[src/hw/rtl/dsps_pkg.sv]
package dsps_pkg;

	localparam int PHASES             = 4;
	localparam int TURN_FRACTION_BITS = 8;
	localparam int TARGET_W           = 24;
	localparam int Q_BITS             = 15;
	localparam int CNT_W              = $clog2(Q_BITS + 1);

	localparam logic [Q_BITS-1:0]   TICK_BASE  = 15'd29297;
	localparam logic [TARGET_W-1:0] TARGET_MAX = {TARGET_W{1'b1}};

	typedef enum logic [1:0] {
		MODE_TICK = 2'd0,
		MODE_MOVE = 2'd1,
		MODE_TURN = 2'd2,
		MODE_STOP = 2'd3
	} mode_t;

	localparam logic REG_EXCITATION    = 1'b0;
	localparam logic REG_STEPS_PER_REV = 1'b1;

	localparam logic [15:0] STEPS_PER_REV_RESET = 16'd2048;

	// commands from the controller to the datapath
	typedef struct packed {
		logic take_tick;
		logic take_stop;
		logic take_hold;
		logic start;
		logic div_step;
		logic finish;
	} dp_cmd_t;

	typedef struct packed {
		logic running;
		logic res_valid;
	} dp_status_t;

	function automatic logic [3:0] rev_nibble(input logic [3:0] v);
		return {v[0], v[1], v[2], v[3]};
	endfunction

	// wave rows 1,2,4,8; full step rows 3,6,c,9
	function automatic logic [3:0] phase_pattern(input logic full, input logic [1:0] row);
		logic [3:0] p;
		p = 4'h0;
		if (full) begin
			unique case (row)
				2'd0: p = 4'h3;
				2'd1: p = 4'h6;
				2'd2: p = 4'hC;
				2'd3: p = 4'h9;
				default: p = 4'h0;
			endcase
		end else begin
			p = 4'h1 << row;
		end
		return p;
	endfunction

endpackage

[src/hw/rtl/dsps_ctrl.sv]
module dsps_ctrl (
	input  logic                 clk,
	input  logic                 arst_n,
	input  logic                 cmd_valid,
	output logic                 cmd_stall,
	input  logic [1:0]           mode,
	input  logic                 res_stall,
	input  dsps_pkg::dp_status_t status,
	output dsps_pkg::dp_cmd_t    cmd
);
	import dsps_pkg::*;

	typedef enum logic {
		S_IDLE,
		S_DIV
	} state_t;

	state_t           state_q;
	logic [CNT_W-1:0] cnt_q;
	logic             out_free;
	logic             take;

	// result slot is free, or its item leaves this cycle
	assign out_free  = !status.res_valid || !res_stall;
	assign cmd_stall = !((state_q == S_IDLE) && out_free);
	assign take      = cmd_valid && !cmd_stall;

	always_comb begin
		cmd = '0;
		if (take) begin
			unique case (mode_t'(mode))
				MODE_TICK: cmd.take_tick = 1'b1;
				MODE_STOP: cmd.take_stop = 1'b1;
				MODE_MOVE, MODE_TURN: begin
					if (status.running) cmd.take_hold = 1'b1;
					else                cmd.start     = 1'b1;
				end
				default: cmd = '0;
			endcase
		end
		if (state_q == S_DIV) begin
			if (cnt_q != '0)   cmd.div_step = 1'b1;
			else if (out_free) cmd.finish   = 1'b1;
		end
	end

	always_ff @(posedge clk or negedge arst_n) begin
		if (!arst_n) begin
			state_q <= S_IDLE;
			cnt_q   <= '0;
		end else begin
			unique case (state_q)
				S_IDLE: begin
					if (cmd.start) begin
						state_q <= S_DIV;
						cnt_q   <= CNT_W'(Q_BITS);
					end
				end
				S_DIV: begin
					if (cnt_q != '0)   cnt_q   <= cnt_q - 1'b1;
					else if (out_free) state_q <= S_IDLE;
				end
				default: state_q <= S_IDLE;
			endcase
		end
	end

endmodule

[src/hw/rtl/dsps_datapath.sv]
module dsps_datapath (
	input  logic                 clk,
	input  logic                 arst_n,
	input  dsps_pkg::dp_cmd_t    cmd,
	output dsps_pkg::dp_status_t status,
	input  logic [1:0]           mode,
	input  logic signed [15:0]   turns,
	input  logic [7:0]           speed_rpm,
	input  logic                 cfg_we,
	input  logic                 cfg_index,
	input  logic [15:0]          cfg_data,
	input  logic                 res_stall,
	output logic                 res_valid,
	output logic [3:0]           coils_a,
	output logic [3:0]           coils_b,
	output logic                 busy_res,
	output logic                 stepped
);
	import dsps_pkg::*;

	// configuration
	logic        exc_mode_q;
	logic [15:0] spr_q;

	// motion state
	logic [TARGET_W-1:0] steps_done_q;
	logic [TARGET_W-1:0] steps_target_q;
	logic [Q_BITS-1:0]   interval_q;
	logic [Q_BITS-1:0]   countdown_q;
	logic [1:0]          kind_q;
	logic                running_q;
	logic [7:0]          coil_q;

	// command operands and interval divider
	logic [15:0]       mag_q;
	logic              neg_q;
	logic              turn_q;
	logic [7:0]        divisor_q;
	logic [7:0]        rem_q;
	logic [Q_BITS-1:0] quot_q;
	logic [31:0]       prod_q;

	// result register
	logic       res_valid_q;
	logic [7:0] res_coil_q;
	logic       res_busy_q;
	logic       res_stepped_q;

	logic [8:0]          div_trial;
	logic                div_ge;
	logic [31:0]         prod_sh;
	logic [TARGET_W:0]   tgt_sum;
	logic [TARGET_W-1:0] tgt_sat;
	logic [Q_BITS-1:0]   cd_dec;
	logic                expired;
	logic                more_steps;
	logic                tick_step;
	logic                tick_end;
	logic                apply;
	logic [TARGET_W-1:0] sd_base;
	logic [TARGET_W-1:0] sd_new;
	logic [1:0]          kind_src;
	logic [Q_BITS-1:0]   intv_src;
	logic [3:0]          pat;
	logic [3:0]          pat_s;
	logic [3:0]          pat_r;
	logic [3:0]          nib_a;
	logic [3:0]          nib_b;
	logic [7:0]          coil_next;
	logic                running_next;
	logic                load_res;

	// restoring divider: quot_q starts as the dividend and fills with quotient bits
	assign div_trial = {rem_q, quot_q[Q_BITS-1]};
	assign div_ge    = div_trial >= {1'b0, divisor_q};

	assign prod_sh = prod_q >> TURN_FRACTION_BITS;
	assign tgt_sum = {1'b0, prod_sh[TARGET_W-1:0]} + 1'b1;
	assign tgt_sat = ((prod_sh[31:TARGET_W] != '0) || tgt_sum[TARGET_W]) ? TARGET_MAX :
		tgt_sum[TARGET_W-1:0];

	assign cd_dec     = (countdown_q == '0) ? '0 : countdown_q - 1'b1;
	assign expired    = (cd_dec == '0);
	assign more_steps = steps_done_q < steps_target_q;
	assign tick_step  = cmd.take_tick && running_q && expired && more_steps;
	assign tick_end   = cmd.take_tick && running_q && expired && !more_steps;
	assign apply      = tick_step || cmd.finish;

	always_comb begin
		sd_base  = steps_done_q;
		kind_src = kind_q;
		intv_src = interval_q;
		if (cmd.finish) begin
			sd_base  = '0;
			kind_src = {neg_q, turn_q};
			intv_src = quot_q;
		end
	end

	assign sd_new = sd_base + 1'b1;
	assign pat    = phase_pattern(exc_mode_q, sd_new[1:0]);
	assign pat_s  = pat;
	assign pat_r  = rev_nibble(pat);

	// kind bit0 turn, bit1 reversed sense
	always_comb begin
		if (kind_src[0]) begin
			nib_a = kind_src[1] ? pat_r : pat_s;
			nib_b = nib_a;
		end else begin
			nib_a = kind_src[1] ? pat_s : pat_r;
			nib_b = kind_src[1] ? pat_r : pat_s;
		end
	end

	always_comb begin
		coil_next    = coil_q;
		running_next = running_q;
		if (cmd.take_stop) begin
			coil_next    = '0;
			running_next = 1'b0;
		end else if (apply) begin
			coil_next    = {nib_b, nib_a};
			running_next = 1'b1;
		end else if (tick_end) begin
			running_next = 1'b0;
		end
	end

	assign load_res = cmd.take_tick || cmd.take_stop || cmd.take_hold || cmd.finish;

	always_ff @(posedge clk or negedge arst_n) begin
		if (!arst_n) begin
			exc_mode_q <= 1'b0;
			spr_q      <= STEPS_PER_REV_RESET;
		end else if (cfg_we) begin
			unique case (cfg_index)
				REG_EXCITATION:    exc_mode_q <= cfg_data[0];
				REG_STEPS_PER_REV: spr_q      <= cfg_data;
				default: ;
			endcase
		end
	end

	always_ff @(posedge clk or negedge arst_n) begin
		if (!arst_n) begin
			steps_done_q   <= '0;
			steps_target_q <= '0;
			interval_q     <= '0;
			countdown_q    <= '0;
			kind_q         <= '0;
			running_q      <= 1'b0;
			coil_q         <= '0;
		end else begin
			coil_q    <= coil_next;
			running_q <= running_next;
			if (cmd.take_stop) begin
				countdown_q <= '0;
			end else if (apply) begin
				steps_done_q <= sd_new;
				countdown_q  <= intv_src;
			end else if (cmd.take_tick && running_q) begin
				countdown_q <= cd_dec;
			end
			if (cmd.finish) begin
				steps_target_q <= tgt_sat;
				interval_q     <= quot_q;
				kind_q         <= {neg_q, turn_q};
			end
		end
	end

	always_ff @(posedge clk) begin
		if (cmd.start) begin
			mag_q     <= turns[15] ? 16'(-turns) : turns;
			neg_q     <= turns[15];
			turn_q    <= (mode_t'(mode) == MODE_TURN);
			divisor_q <= (speed_rpm == '0) ? 8'd1 : speed_rpm;
			rem_q     <= '0;
			quot_q    <= TICK_BASE;
		end else if (cmd.div_step) begin
			rem_q  <= div_ge ? 8'(div_trial - {1'b0, divisor_q}) : div_trial[7:0];
			quot_q <= {quot_q[Q_BITS-2:0], div_ge};
			prod_q <= 32'(mag_q) * 32'(spr_q);
		end
	end

	always_ff @(posedge clk or negedge arst_n) begin
		if (!arst_n) begin
			res_valid_q <= 1'b0;
		end else if (load_res) begin
			res_valid_q <= 1'b1;
		end else if (!res_stall) begin
			res_valid_q <= 1'b0;
		end
	end

	always_ff @(posedge clk) begin
		if (load_res) begin
			res_coil_q    <= coil_next;
			res_busy_q    <= running_next;
			res_stepped_q <= apply;
		end
	end

	assign status.running   = running_q;
	assign status.res_valid = res_valid_q;
	assign res_valid        = res_valid_q;
	assign coils_a          = res_coil_q[3:0];
	assign coils_b          = res_coil_q[7:4];
	assign busy_res         = res_busy_q;
	assign stepped          = res_stepped_q;

	a_step_busy: assert property (@(posedge clk) disable iff (!arst_n)
		res_valid_q && res_stepped_q |-> res_busy_q)
		else $error("step reported while idle");

	a_done_bound: assert property (@(posedge clk) disable iff (!arst_n)
		running_q |-> steps_done_q <= steps_target_q)
		else $error("steps done passed target");

	a_finish_starts: assert property (@(posedge clk) disable iff (!arst_n)
		cmd.finish |=> running_q && steps_done_q == TARGET_W'(1))
		else $error("command did not start with step one");

	a_stop_clears: assert property (@(posedge clk) disable iff (!arst_n)
		cmd.take_stop |=> !running_q && coil_q == '0 && countdown_q == '0)
		else $error("stop left motion state");

endmodule

[src/hw/rtl/dual_stepper_phase_sequencer.sv]
// channel   signals                                     accepted when
// cmd       cmd_valid cmd_stall mode turns speed_rpm    cmd_valid && !cmd_stall
// res       res_valid res_stall coils_a coils_b         res_valid && !res_stall
//           busy_res stepped
// cfg       cfg_we cfg_index cfg_data                   cfg_we
//
// tick, stop and a command that arrives while busy are handled without the divider
// a move or turn started from idle holds off new commands while the step interval
// comes from a bit-serial divider, one quotient bit per cycle
// reset clears the motion state and coils and loads the register defaults
// an item is taken only while the result register is empty or being drained
module dual_stepper_phase_sequencer (
	input  logic               clk,
	input  logic               arst_n,
	input  logic               cmd_valid,
	output logic               cmd_stall,
	input  logic [1:0]         mode,
	input  logic signed [15:0] turns,
	input  logic [7:0]         speed_rpm,
	output logic               res_valid,
	input  logic               res_stall,
	output logic [3:0]         coils_a,
	output logic [3:0]         coils_b,
	output logic               busy_res,
	output logic               stepped,
	input  logic               cfg_we,
	input  logic               cfg_index,
	input  logic [15:0]        cfg_data
);
	import dsps_pkg::*;

	dp_cmd_t    cmd;
	dp_status_t status;

	dsps_ctrl u_ctrl (
		.clk       (clk),
		.arst_n    (arst_n),
		.cmd_valid (cmd_valid),
		.cmd_stall (cmd_stall),
		.mode      (mode),
		.res_stall (res_stall),
		.status    (status),
		.cmd       (cmd)
	);

	dsps_datapath u_datapath (
		.clk       (clk),
		.arst_n    (arst_n),
		.cmd       (cmd),
		.status    (status),
		.mode      (mode),
		.turns     (turns),
		.speed_rpm (speed_rpm),
		.cfg_we    (cfg_we),
		.cfg_index (cfg_index),
		.cfg_data  (cfg_data),
		.res_stall (res_stall),
		.res_valid (res_valid),
		.coils_a   (coils_a),
		.coils_b   (coils_b),
		.busy_res  (busy_res),
		.stepped   (stepped)
	);

endmodule
[config.mk]
export PLATFORM = sky130hd
export DESIGN_NAME = dual_stepper_phase_sequencer
export DESIGN_NICKNAME = d
export VERILOG_FILES = /design/src/hw/rtl/dsps_pkg.sv /design/src/hw/rtl/dsps_ctrl.sv /design/src/hw/rtl/dsps_datapath.sv /design/src/hw/rtl/dual_stepper_phase_sequencer.sv
export SDC_FILE = /design/constraint.sdc
export NUM_CORES = 1
export LEC_CHECK = 0
export BUFFER_PORTS_ARGS = -buffer_cell sky130_fd_sc_hd__buf_2
export CAP_MARGIN = 40
export CORE_UTILIZATION = 35
export CTS_CLUSTER_SIZE = 20
export DETAILED_ROUTE_END_ITERATION = 6
export HOLD_SLACK_MARGIN = 0.08
export PLACE_DENSITY = 0.53
export SYNTH_ARGS = -nofsm -noshare
export SYNTH_HDL_FRONTEND = slang
export SYNTH_HIERARCHICAL = 1
export SYNTH_SLANG_ARGS = --single-unit
export TNS_END_PERCENT = 20
[constraint.sdc]
create_clock -name clk -period 9.4 [get_ports clk]
set_clock_uncertainty 0.15 [all_clocks]
set_input_delay 2.82 -clock clk [delete_from_list [all_inputs] [get_ports clk]]
set_output_delay 2.82 -clock clk [all_outputs]
set_load 0.02 [all_outputs]
==> results.ini <==
[sta]
period_share=0.767
final.setup.worst_slack_ps=2190
fmax_mhz=139
fin_crit_ps=7210
setup_violations=0
drv_slew=0
tns_ps=0
rsz0062_at_grt=false
slew_headroom=0.461
finalHoldViolCount=0
worstMarginPinSlew_ps=800

[clock_tree]
htree_levels=4
insertion_delay_ps=470
cts-root-buf=clkbuf_16
clkSinkCount=195
hold_buffers=0
post_cts_buffers=0
cts_buffers=17
cts.reportedPaths.clkPinSlew_ps=90
cts_tree=yes
cts_resized=0
clock_path_buffers=2

[critical_path]
reg2regPathDepth=19
critical_path_arrival_ps=7400
crit_required_ps=9600
start_kind=flop
worstReg2RegStart=u_datapath/mag_q[6]
critPathKind=flop to flop
reg2reg_slack_ps=2190
end_kind=flop
r2r-end=u_datapath/prod_q[25]
path_max_fanout=16

[logic_synthesis]
syn_avg_cell_area_sq_um=9.56
synth_area_leaders=fa_1, dfrtp_1, edfxtp_1
synth_top_cells_by_count=inv_1, nand2_1, fa_1
synth_most_common_cell=inv_1
synth_area_sq_mm=0.0182
syn_nets=2289
async_reset_ff_frac=0.574
synth_top_area_frac=0.213
synth_ff_type=dfrtp_1
seq_area_frac_synth=0.278
ys_seq_elements=195
yosys.area.top_type=fa_1
yosys_warnings=6
synth_edf_count=60
synth_cell_types=84
syn_inst=1904

[worst_hold_path]
hold_depth=1
hold_path_class=flop to flop
min_from=u_datapath/prod_q[8]
hold-path-endpoint=u_datapath/steps_target_q[0]

[floorplan]
row_count=83
fp.dieW_microns=230
die_h_microns=230
core_area_sq_mm=0.0514
initial_core_util=0.354
io_pins=60
dieArea_sq_mm=0.0529

[global_route]
grt_pass1_wl_microns=69000
antenna_found_initial=0
grt-ovfl-total=0
track_usage=0.163
grt_start_max_net_pins=55
first_global_vias=13300

[run]
drv_cap=0

[route]
drt_iter0_markers=685
first_pass_iters=5
wire_per_inst_microns=15.8
vias_per_cell=4.91
vias=12800
wirelength_microns=41200
ant_nets=0
drc=0

[place]
gp_congestion=0.833
place_ws_ps=2160
dp_hpwl_microns=32000
io_buffers=59

[finish]
drive_gt1_frac=0.0892
antennaDiodeCount=0
syn_to_final_growth_pct=8.79
nNetsFinal=2301

[run_status]
status=finished, final reports clean

[cell families after synthesis]
logic type | Yosys count | synth area share
XOR/XNOR | 57 | 0.0274
AND/OR/NAND/NOR | 620 | 0.170
AO/OA/AOI/OAI | 241 | 0.0901
flip-flops | 195 | 0.278
adder cells (fa/ha/maj) | 337 | 0.312
buffers and inverters | 385 | 0.0819
multiplexers | 69 | 0.0409
[placed cells by master, fill, tap and decap left out, types with 23 or more instances in the layout]
cell type  instances
o21ai_0           42
inv_1            304
buf_2             58
ha_1             143
a21oi_1           53
and2_1           120
fa_1             194
nand3_1           35
nor2_1            90
dfrtp_1          111
edfxtp_1          60
dfxtp_1           23
nand2_1          242
mux2_2            34
xnor2_1           37
mux2i_1           32
[state kept, by name (all words and copies together), names as in the netlist, 2 cells and up]
register	cells
u_datapath/prod_q	24
u_datapath/steps_done_q	24
u_datapath/steps_target_q	24
u_datapath/mag_q	16
u_datapath/spr_q	16
u_datapath/countdown_q	15
u_datapath/interval_q	15
u_datapath/quot_q	15
u_datapath/coil_q	8
u_datapath/divisor_q	8
u_datapath/rem_q	8
u_datapath/res_coil_q	8
u_ctrl/cnt_q	4
u_datapath/kind_q	2
[metal layers]
| metal | vias to the layer above | part of all wire | track usage |
|---|---|---|---|
| met5 | - | 0 | 0 |
| met4 | 0 | 0.012 | 0.0410 |
| met3 | 27 | 0.041 | 0.0326 |
| met2 | 187 | 0.47 | 0.269 |
| met1 | 6384 | 0.48 | 0.217 |
| li1 | 6221 | - | - |
[worst max-delay path, stage by stage, from the launching register on]
cell       delay (ps)
edfxtp_1          650
and2_1            300
fa_1              530
inv_1              60
fa_1              530
inv_1              50
fa_1              520
fa_1              440
fa_1              540
inv_1              50
fa_1              520
inv_1              40
ha_1              340
and4_1            250
a2111oi_0         660
a21oi_1           270
a41oi_1           390
o21ai_0           250
a2111o_1          470
nand3_1            70
[layout make-up]
cell class	count	area, sq um
clock inverters	15	213
repair buffers	72	430
inverters	306	1150
clock buffers	17	425
multi-input cells	1324	11700
fillers	5163	31600
well taps	680	851
flip-flops and latches	195	5070
[worst max path at each step]
stage | from | depth (start not counted) | slack, ps | end
after detailed placement | u_datapath/mag_q[9] | 19 | 2160 | u_datapath/prod_q[25]
after CTS | u_datapath/mag_q[6] | 19 | 2150 | u_datapath/prod_q[25]
after global placement | u_datapath/mag_q[9] | 19 | 2200 | u_datapath/prod_q[25]
after global routing | u_datapath/mag_q[6] | 19 | 1740 | u_datapath/prod_q[25]
final | u_datapath/mag_q[6] | 19 | 2190 | u_datapath/prod_q[25]
after floorplan | u_datapath/spr_q[9] | 20 | 2800 | u_datapath/prod_q[25]
[through the flow]
stage	instances	hold slack [ps]	util	cell area, sq um
finish	2609	336	0.385	19800
global route	2609	369	0.385	19800
CTS	2609	346	0.385	19800
detailed placement	2577	339	0.373	19200
global placement	2573	333	0.372	19100
floorplan	1904	300	-	18200
Power is not shown: default switching activity piles up to over one toggle a cycle in this logic, so the estimate is an artifact.
